--- src/rtl/assert_macros.svh ---
// Assertion helpers shared by the RTL; they compile to nothing for synthesis.
`ifndef ASSERT_MACROS_SVH
`define ASSERT_MACROS_SVH

`ifndef SYNTHESIS

// Property must hold at every clock edge outside reset.
`define SDPP_ASSERT(lbl, clk, rst, prop, msg) \
  lbl: assert property (@(posedge clk) disable iff (rst) prop) else $error(msg);

// Condition must never be true outside reset.
`define SDPP_NEVER(lbl, clk, rst, cond, msg) \
  lbl: assert property (@(posedge clk) disable iff (rst) !(cond)) else $error(msg);

`else

`define SDPP_ASSERT(lbl, clk, rst, prop, msg)
`define SDPP_NEVER(lbl, clk, rst, cond, msg)

`endif

`endif

--- src/rtl/sdpp_pkg.sv ---
package sdpp_pkg;

  localparam int NUM_WIDTH_DEF = 32;
  localparam int OUT_W         = 56;

  // Line kinds
  typedef enum logic [3:0] {
    K_OTHER = 4'd0, K_V = 4'd1, K_O = 4'd2, K_S = 4'd3, K_I = 4'd4,
    K_C = 4'd5, K_T = 4'd6, K_M = 4'd7, K_A = 4'd8
  } kind_t;

  // Line parser states, one-hot
  typedef enum logic [25:0] {
    S_LINE    = 26'(1 << 0),  S_EQ      = 26'(1 << 1),  S_SKIP    = 26'(1 << 2),
    S_SP      = 26'(1 << 3),  S_TEXT    = 26'(1 << 4),  S_VER     = 26'(1 << 5),
    S_O_USER  = 26'(1 << 6),  S_O_ID    = 26'(1 << 7),  S_O_SVER  = 26'(1 << 8),
    S_O_NET   = 26'(1 << 9),  S_O_ATYPE = 26'(1 << 10), S_O_ADDR  = 26'(1 << 11),
    S_C_NET   = 26'(1 << 12), S_C_ATYPE = 26'(1 << 13), S_C_ADDR  = 26'(1 << 14),
    S_C_SLASH = 26'(1 << 15), S_C_END   = 26'(1 << 16), S_T_START = 26'(1 << 17),
    S_T_END   = 26'(1 << 18), S_M_MEDIA = 26'(1 << 19), S_M_PORT  = 26'(1 << 20),
    S_M_PNUM  = 26'(1 << 21), S_M_PROTO = 26'(1 << 22), S_M_FMT   = 26'(1 << 23),
    S_A_NAME  = 26'(1 << 24), S_A_VAL   = 26'(1 << 25)
  } state_t;

  // Characters
  localparam logic [7:0] CH_EQ    = 8'h3D;
  localparam logic [7:0] CH_COLON = 8'h3A;
  localparam logic [7:0] CH_SLASH = 8'h2F;
  localparam logic [7:0] CH_CR    = 8'h0D;
  localparam logic [7:0] CH_LF    = 8'h0A;
  localparam logic [7:0] CH_SPACE = 8'h20;
  localparam logic [7:0] CH_0     = 8'h30;
  localparam logic [7:0] CH_9     = 8'h39;

  // Text field codes
  localparam logic [4:0] TF_NONE = 5'd0,  TF_SESS_NAME = 5'd1, TF_SESS_INFO = 5'd2;
  localparam logic [4:0] TF_O_USER = 5'd3, TF_O_ID = 5'd4, TF_O_NET = 5'd5;
  localparam logic [4:0] TF_O_ATYPE = 5'd6, TF_O_ADDR = 5'd7, TF_C_NET = 5'd8;
  localparam logic [4:0] TF_C_ATYPE = 5'd9, TF_C_ADDR = 5'd10, TF_M_MEDIA = 5'd11;
  localparam logic [4:0] TF_M_PROTO = 5'd12, TF_A_NAME = 5'd13, TF_A_VAL = 5'd14;

  // Number field codes
  localparam logic [4:0] NF_NONE = 5'd0, NF_VERSION = 5'd1, NF_O_SVER = 5'd2;
  localparam logic [4:0] NF_C_TTL = 5'd3, NF_T_START = 5'd4, NF_T_END = 5'd5;
  localparam logic [4:0] NF_M_PORT = 5'd6, NF_M_PNUM = 5'd7, NF_FMT_RUN = 5'd8;
  localparam logic [4:0] NF_FMT_DONE = 5'd9;

  // Error codes
  localparam logic [1:0] ERR_NONE = 2'd0, ERR_ORIGIN = 2'd1, ERR_TIME = 2'd2;
  localparam logic [1:0] ERR_ABORT = 2'd3;

  // Control state carried between beats
  typedef struct packed {
    kind_t  kind;
    state_t state;
    state_t resume;
    logic   media_seen;
    logic   aborted;
  } ctrl_t;

  // One result beat
  typedef struct packed {
    logic [4:0]  text_field;
    logic [7:0]  text_char;
    logic [4:0]  number_field;
    logic [31:0] number_value;
    logic        media_start;
    logic        attr_in_media;
    logic [1:0]  error_code;
  } res_t;

  function automatic kind_t kind_of(input logic [7:0] b);
    kind_t k;
    case (b)
      8'h76:   k = K_V;
      8'h6F:   k = K_O;
      8'h73:   k = K_S;
      8'h69:   k = K_I;
      8'h63:   k = K_C;
      8'h74:   k = K_T;
      8'h6D:   k = K_M;
      8'h61:   k = K_A;
      default: k = K_OTHER;
    endcase
    return k;
  endfunction

endpackage

--- src/rtl/sdpp_step.sv ---
// Next-state and result logic for one text byte.
module sdpp_step #(
  parameter int NUM_WIDTH = sdpp_pkg::NUM_WIDTH_DEF
) (
  input  logic [7:0]           text_byte_in,
  input  logic                 first_of_buffer,
  input  sdpp_pkg::ctrl_t      cur,
  input  logic [NUM_WIDTH-1:0] acc,
  output sdpp_pkg::ctrl_t      nxt,
  output logic [NUM_WIDTH-1:0] acc_next,
  output sdpp_pkg::res_t       res
);
  import sdpp_pkg::*;

  ctrl_t                c0;
  logic [NUM_WIDTH-1:0] a0;
  logic [NUM_WIDTH-1:0] a_dig;
  logic [NUM_WIDTH+31:0] ext;
  logic                 sp, dig, eol;
  state_t               eff;
  logic [4:0]           nf;
  logic [NUM_WIDTH-1:0] nv;

  // Start-of-description restart
  always_comb begin
    c0 = cur;
    a0 = acc;
    if (first_of_buffer) begin
      c0.aborted    = 1'b0;
      c0.media_seen = 1'b0;
      c0.state      = S_LINE;
      c0.kind       = K_OTHER;
      c0.resume     = S_SKIP;
      a0            = '0;
    end
  end

  assign sp    = (text_byte_in == CH_SPACE);
  assign dig   = (text_byte_in >= CH_0) && (text_byte_in <= CH_9);
  assign eol   = (text_byte_in == CH_CR) || (text_byte_in == CH_LF);
  assign a_dig = (a0 << 3) + (a0 << 1) + NUM_WIDTH'(text_byte_in[3:0]);
  // A non-space after a skipped run is reprocessed in the resume state
  assign eff   = (c0.state == S_SP && !sp) ? c0.resume : c0.state;

  always_comb begin
    nxt = c0;
    acc_next = a0;
    res = '0;
    nf = NF_NONE;
    nv = '0;
    if (c0.aborted) begin
      res.error_code = ERR_ABORT;
    end else if (eol) begin
      if (c0.state != S_LINE) begin
        if (c0.kind == K_C && c0.state == S_C_SLASH) begin
          nf = NF_C_TTL; nv = a0;
        end
        if (c0.kind == K_M && c0.state == S_M_FMT) begin
          nf = NF_FMT_DONE; nv = a0;
        end
        if (c0.kind == K_T && c0.state != S_T_END) res.error_code = ERR_TIME;
        nxt.state = S_LINE;
      end
    end else if (c0.state == S_LINE) begin
      nxt.kind  = kind_of(text_byte_in);
      nxt.state = S_EQ;
      if (kind_of(text_byte_in) == K_M) begin
        nxt.media_seen  = 1'b1;
        res.media_start = 1'b1;
      end
    end else begin
      nxt.state = eff;
      case (eff)
        S_EQ: begin
          if (text_byte_in == CH_EQ) begin
            acc_next = '0;
            case (c0.kind)
              K_V:     nxt.state = S_VER;
              K_O:     nxt.state = S_O_USER;
              K_C:     nxt.state = S_C_NET;
              K_T:     nxt.state = S_T_START;
              K_M:     nxt.state = S_M_MEDIA;
              K_A:     nxt.state = S_A_NAME;
              default: nxt.state = S_TEXT;
            endcase
          end else if (c0.kind == K_V || c0.kind == K_C) begin
            nxt.aborted = 1'b1;
            res.error_code = ERR_ABORT;
          end else begin
            nxt.state = S_SKIP;
          end
        end
        S_SKIP, S_SP: ;
        S_TEXT: begin
          if (c0.kind == K_S) res.text_field = TF_SESS_NAME;
          else if (c0.kind == K_I) res.text_field = TF_SESS_INFO;
        end
        S_VER: if (dig) begin acc_next = a_dig; nf = NF_VERSION; nv = a_dig; end
        S_O_USER: begin
          if (sp) begin nxt.state = S_SP; nxt.resume = S_O_ID; end
          else res.text_field = TF_O_USER;
        end
        S_O_ID: begin
          if (sp) begin nxt.state = S_SP; nxt.resume = S_O_SVER; acc_next = '0; end
          else res.text_field = TF_O_ID;
        end
        S_O_SVER: begin
          if (dig) begin acc_next = a_dig; nf = NF_O_SVER; nv = a_dig; end
          else if (sp) begin nxt.state = S_SP; nxt.resume = S_O_NET; end
          else begin res.error_code = ERR_ORIGIN; nxt.state = S_SKIP; end
        end
        S_O_NET: begin
          if (sp) begin nxt.state = S_SP; nxt.resume = S_O_ATYPE; end
          else res.text_field = TF_O_NET;
        end
        S_O_ATYPE: begin
          if (sp) begin nxt.state = S_SP; nxt.resume = S_O_ADDR; end
          else res.text_field = TF_O_ATYPE;
        end
        S_O_ADDR: begin
          if (sp) begin nxt.state = S_SP; nxt.resume = S_SKIP; end
          else res.text_field = TF_O_ADDR;
        end
        S_C_NET: if (sp) nxt.state = S_C_ATYPE; else res.text_field = TF_C_NET;
        S_C_ATYPE: if (sp) nxt.state = S_C_ADDR; else res.text_field = TF_C_ATYPE;
        S_C_ADDR: begin
          if (text_byte_in == CH_SLASH) begin nxt.state = S_C_SLASH; acc_next = '0; end
          else if (sp) nxt.state = S_C_END;
          else res.text_field = TF_C_ADDR;
        end
        S_C_SLASH: if (dig) acc_next = a_dig;
        S_C_END: begin
          if (!sp) begin nxt.aborted = 1'b1; res.error_code = ERR_ABORT; end
        end
        S_T_START: begin
          if (dig) begin acc_next = a_dig; nf = NF_T_START; nv = a_dig; end
          else if (sp) begin nxt.state = S_T_END; acc_next = '0; end
          else begin res.error_code = ERR_TIME; nxt.state = S_SKIP; end
        end
        S_T_END: begin
          if (dig) begin acc_next = a_dig; nf = NF_T_END; nv = a_dig; end
          else if (sp) begin nxt.state = S_SP; nxt.resume = S_SKIP; end
        end
        S_M_MEDIA: begin
          if (sp) begin nxt.state = S_SP; nxt.resume = S_M_PORT; acc_next = '0; end
          else res.text_field = TF_M_MEDIA;
        end
        S_M_PORT: begin
          if (dig) begin acc_next = a_dig; nf = NF_M_PORT; nv = a_dig; end
          else if (text_byte_in == CH_SLASH) begin nxt.state = S_M_PNUM; acc_next = '0; end
          else if (sp) begin nxt.state = S_SP; nxt.resume = S_M_PROTO; end
        end
        S_M_PNUM: begin
          if (dig) begin acc_next = a_dig; nf = NF_M_PNUM; nv = a_dig; end
          else if (sp) begin nxt.state = S_SP; nxt.resume = S_M_PROTO; end
        end
        S_M_PROTO: begin
          if (sp) begin nxt.state = S_SP; nxt.resume = S_M_FMT; acc_next = '0; end
          else res.text_field = TF_M_PROTO;
        end
        S_M_FMT: begin
          if (dig) begin acc_next = a_dig; nf = NF_FMT_RUN; nv = a_dig; end
          else if (sp) begin
            nf = NF_FMT_DONE; nv = a0; acc_next = '0;
            nxt.state = S_SP; nxt.resume = S_M_FMT;
          end
        end
        S_A_NAME: begin
          if (text_byte_in == CH_COLON) nxt.state = S_A_VAL;
          else res.text_field = TF_A_NAME;
        end
        S_A_VAL: res.text_field = TF_A_VAL;
        default: nxt.state = S_SKIP;
      endcase
    end
    if (res.text_field != TF_NONE) res.text_char = text_byte_in;
    res.number_field  = nf;
    // Low 32 bits of the reported value, zero-extended for narrow accumulators
    ext = {32'b0, nv};
    res.number_value  = ext[31:0];
    res.attr_in_media = (nxt.kind == K_A) && nxt.media_seen && !nxt.aborted;
  end

endmodule

--- src/rtl/sdp_line_field_parser_top.sv ---
// SDP line field parser. Takes one text byte per beat and returns one tagged
// result beat per byte: an item may be accepted every clock, with each result
// beat held in the single result register, and the input stays ready while that
// register is empty or being drained. Line state and the decimal accumulator
// advance once per accepted byte; tuser marks the first byte of a new
// description and restarts parsing.
module sdp_line_field_parser_top #(
  parameter int NUM_WIDTH = sdpp_pkg::NUM_WIDTH_DEF
) (
  input  logic       clk,
  input  logic       rst,
  input  logic       s_tvalid,
  output logic       s_tready,
  input  logic [7:0] s_tdata,   // [7:0] text_byte_in
  input  logic       s_tuser,   // [0] first_of_buffer
  output logic       m_tvalid,
  input  logic       m_tready,
  // [4:0] text_field, [12:5] text_char, [17:13] number_field,
  // [49:18] number_value, [50] media_start, [51] attr_in_media,
  // [53:52] error_code, [55:54] zero
  output logic [sdpp_pkg::OUT_W-1:0] m_tdata
);
  import sdpp_pkg::*;
  `include "assert_macros.svh"

  ctrl_t                ctrl, ctrl_next;
  logic [NUM_WIDTH-1:0] acc, acc_next;
  res_t                 res, res_q;
  logic                 accept;
  logic                 res_has_field, abort_beat, ms_beat;

  assign s_tready = !m_tvalid || m_tready;
  assign accept   = s_tvalid && s_tready;

  sdpp_step #(.NUM_WIDTH(NUM_WIDTH)) u_step (
    .text_byte_in    (s_tdata),
    .first_of_buffer (s_tuser),
    .cur             (ctrl),
    .acc             (acc),
    .nxt             (ctrl_next),
    .acc_next        (acc_next),
    .res             (res)
  );

  // Parser state
  always_ff @(posedge clk) begin
    if (rst) begin
      ctrl.kind       <= K_OTHER;
      ctrl.state      <= S_LINE;
      ctrl.resume     <= S_SKIP;
      ctrl.media_seen <= 1'b0;
      ctrl.aborted    <= 1'b0;
      acc             <= '0;
    end else if (accept) begin
      ctrl <= ctrl_next;
      acc  <= acc_next;
    end
  end

  // Result register
  always_ff @(posedge clk) begin
    if (rst) begin
      m_tvalid <= 1'b0;
    end else if (accept) begin
      m_tvalid <= 1'b1;
    end else if (m_tready) begin
      m_tvalid <= 1'b0;
    end
  end

  always_ff @(posedge clk) begin
    if (accept) res_q <= res;
  end

  assign m_tdata = {2'b00, res_q.error_code, res_q.attr_in_media, res_q.media_start,
                    res_q.number_value, res_q.number_field, res_q.text_char,
                    res_q.text_field};

  // Beat classes for the checks below
  assign res_has_field = (res_q.text_field != TF_NONE) || (res_q.number_field != NF_NONE);
  assign abort_beat    = m_tvalid && (res_q.error_code == ERR_ABORT);
  assign ms_beat       = m_tvalid && res_q.media_start;

  `SDPP_NEVER(a_abort_quiet, clk, rst, abort_beat && res_has_field, "aborted beat carries a field")
  `SDPP_ASSERT(a_abort_sticky, clk, rst, accept && ctrl.aborted && !s_tuser |=> abort_beat, "abort not held")
  `SDPP_NEVER(a_media_start_clean, clk, rst, ms_beat && res_has_field, "media start beat has a field")

endmodule
--- config.mk ---
export PLATFORM = sky130hd
export DESIGN_NAME = sdp_line_field_parser_top
export DESIGN_NICKNAME = d
export VERILOG_FILES = /design/src/rtl/sdpp_pkg.sv /design/src/rtl/sdpp_step.sv /design/src/rtl/sdp_line_field_parser_top.sv
export VERILOG_INCLUDE_DIRS = /design/src /design/src/rtl
export SDC_FILE = /design/constraint.sdc
export NUM_CORES = 1
export LEC_CHECK = 0
export ABC_AREA = 1
export BUFFER_PORTS_ARGS = -buffer_cell sky130_fd_sc_hd__buf_2
export CAP_MARGIN = 30
export CORE_MARGIN = 2
export CORE_UTILIZATION = 45
export DETAILED_ROUTE_END_ITERATION = 10
export GPL_ROUTABILITY_DRIVEN = 0
export SKIP_LAST_GASP = 1
export SYNTH_ARGS = -nofsm -noshare
export SYNTH_HDL_FRONTEND = slang
export SYNTH_HIERARCHICAL = 1
export SYNTH_SLANG_ARGS = --single-unit
export TNS_END_PERCENT = 5
--- constraint.sdc ---
create_clock -name clk -period 3.78 [get_ports clk]
set_input_delay 0.189 -clock clk [delete_from_list [all_inputs] [get_ports clk]]
set_output_delay 0.189 -clock clk [all_outputs]
set_load 0.02 [all_outputs]
==> impl_metrics.json <==
{
  "tightestPinTransition_ns": 1.04,
  "design.die.area_um2": 34300,
  "holdPathStages": 3,
  "n_antenna_cell": 0,
  "fin_crit_sh": 0.949,
  "ys_types": 61,
  "finalSetupViolations": 0,
  "end_kind": "flip-flop",
  "ys_warn_count": 6,
  "io_buffer_count": 68,
  "areaGrowthSynthToFinish_pct": 24.8,
  "hold-path-endpoint": "m_tdata[12]",
  "maxSlewViolCount": 0,
  "min_from": "s_tdata[7]",
  "num_vias": 17300,
  "cts.sinks": 145,
  "worst-endpoint-arrival_ns": 3.94,
  "cts_made_buffers": 17,
  "overflow": 0,
  "fmax_mhz": 279,
  "synth_top_area_frac": 0.143,
  "synth_edf_count": 54,
  "htreeDepth": 4,
  "syn-cell-area_um2": 14800,
  "fp-row-count": 66,
  "r2r.worst_path.cells": 23,
  "startpoint_type": "flip-flop",
  "post-route-util": 0.569,
  "synth_cells": 2399,
  "max_slew_margin": 0.304,
  "leakagePower_nw": 9.59,
  "viasPerCell": 5.48,
  "synth_ff_type": "dfxtp_1",
  "route.detailed.drc": 0,
  "rr_endpoint": "acc[0]",
  "rrSetupSlack_ns": 0.19,
  "hpwl_um": 38200,
  "drt-pass1-iter-count": 7,
  "dieWidth_um": 185,
  "grt_setup_unrepaired": "yes",
  "worstSetupPathType": "reg2reg",
  "clock_latency_ns": 0.46,
  "root_buffer": "clkbuf_16",
  "grt_max_degree": 179,
  "synth_top_area_cell": "nand2_1",
  "ir_drop_mv": 0.336,
  "wirelength_um": 53300,
  "critical_path_peak_fanout": 18,
  "ys_seq_area_frac": 0.233,
  "cap_viol_max_count": 0,
  "ant_nets": 0,
  "initial_core_util": 0.456,
  "first_iter_violations": 2101,
  "avgRoutedWirePerCell_um": 16.8,
  "coreArea_um2": 32500,
  "ioPinCount": 71,
  "cts_buffer_depth": 2,
  "hold_slack_ns": 0.101,
  "avgSynthCellArea_um2": 6.17,
  "fill_cells": 3165,
  "async_flop_share": 0,
  "outcome": "complete, no violations",
  "pwr_density_cell_nw_per_um2": 265,
  "path_clk_slew_ns": 0.07,
  "ys_ff_latch": 145,
  "num-nets-final": 2783,
  "grt_usage": 0.307,
  "layout_common_cells": "553 x nand2_1, 327 x buf_4, 315 x inv_1, 301 x nor2_1, 209 x nand3_1",
  "finish.instance_area_um2": 18500,
  "synth_area_leaders": "nand2_1 14%, dfxtp_1 12%, edfxtp_1 11%",
  "grt_pass1_vias": 15600,
  "layout_commonest_cell": "nand2_1",
  "finClkSkew_ns": 0.0152,
  "drive_gt1_frac": 0.232,
  "cts_tree": "done",
  "r2r-start": "ctrl[44]",
  "period_needed_ns": 3.59,
  "report.final.hold_viol_count": 0,
  "hp-class": "in2reg",
  "place_area_um2": 17500,
  "grt_pass1_wl_um": 82700,
  "cp.required_ns": 4.13,
  "antenna_found_initial": 0,
  "die_h_um": 185
}
==> how the worst max path moves through the flow <==
stage,startpoint,end,slack [ns],depth (start not counted)
detailed placement,s_tuser,acc[18],-0.08,30
global route,acc[0],acc[18],-0.07,27
finish,ctrl[44],acc[0],0.19,23
floorplan,s_tuser,acc[18],0.04,33
CTS,ctrl[45],ctrl[42],0.06,20
global placement,s_tuser,acc[18],-0.08,30
==> kinds of logic (layout without fill, tap and decap cells) <==
group                      count (synthesis)  after routing  synth area share
and+or+nand+nor                         1231           1231             0.364
DFF                                      145            145             0.233
buffers and inverters                    462            784             0.145
xor gates and xnor gates                  11             11           0.00651
adders and majority gates                 60             60            0.0518
other                                      2              4          0.000508
AOI/OAI and AO/OA                        488            488             0.200
==> report_power, final <==
group | internal (mW) | switching (mW) | leakage, nW
logic | 0.519 | 0.822 | 8.00
registers | 1.71 | 0.0658 | 1.30
clock network | 1.04 | 0.734 | 0.285
total | 3.27 | 1.62 | 9.59
==> stage by stage <==
stage | power, mW | setup TNS, ns | worst slack (ns) | std cells
final | 4.89 | 0 | 0.193 | 3165
after floorplan | 2.65 | 0 | 0.0386 | 2401
after global routing | 5.11 | -0.178 | -0.0671 | 3165
after detailed placement | 3.06 | -1.37 | -0.0819 | 3115
after global placement | 3.04 | -0.0918 | -0.0799 | 3115
after CTS | 4.84 | 0 | 0.0553 | 3148
==> sequential cells by signal, summed over array words and instances, names as in the netlist <==
name      flops
m_tdata      54
ctrl         58
m_tvalid      1
acc          32
==> worst max-delay path, stage by stage, from the launching register on <==
cell       delay (ns)
dfxtp_1          0.34
o21ai_2          0.23
nand3_1          0.19
nor2_4           0.20
buf_12           0.18
nand4_1          0.15
nand2_1          0.14
nand2_2          0.09
nor2_4           0.20
buf_4            0.15
nand2_1          0.06
nor2_1           0.21
nand2_2          0.11
nand3_1          0.18
nor2_1           0.08
nand3_2          0.15
nand4_4          0.20
clkbuf_16        0.24
nand2_1          0.05
o21ai_0          0.07
inv_1            0.06
nand3_1          0.06
nand2_1          0.10
nor2_1           0.04
==> Yosys cell counts (8+ instances only) <==
library cell and count:
buf_12 9, inv_1 315, nand3_2 9, nand3_1 209, a22oi_1 8, dfxtp_1 91
nand2_2 13, buf_2 30, nand4_1 70, nand2_1 564, nor3_1 20, ha_1 58
a31oi_1 10, a21oi_2 86, inv_2 14, buf_6 17, edfxtp_1 54, o22ai_1 9
clkbuf_1 47, nor2_1 309, a21oi_1 165, o21ai_0 133, buf_1 8, buf_4 17
o21ai_1 29, o211ai_1 11
==> metal layers <==
metal,vias to the layer above,global-route usage,wire length [um]
li1,8498,-,-
met4,0,0.111,1580
met1,7953,0.438,24300
met3,96,0.0545,4990
met5,-,0,0
met2,786,0.458,22400
==> timing repair <==
item / 4_1_cts / 5_1_grt
hold buffers: 1 / 0
endpoints found under the setup margin: 0 / 115
gates resized for setup: 0 / 56
endpoints found under the hold margin: 1 / 0
setup buffers: 0 / 14
==> cell type report <==
| cell class | instances | area, um2 | area share |
|---|---|---|---|
| sequential | 145 | 3450 | 0.187 |
| multi-input combinational | 1794 | 9350 | 0.507 |
| timing repair buffer | 421 | 3260 | 0.177 |
| clock inverter | 13 | 163 | 0.00881 |
| inverter | 331 | 1240 | 0.0675 |
| tap | 442 | 553 | 0.0300 |
| clock buffer | 19 | 433 | 0.0235 |
Power figures use the tool's default switching activity.
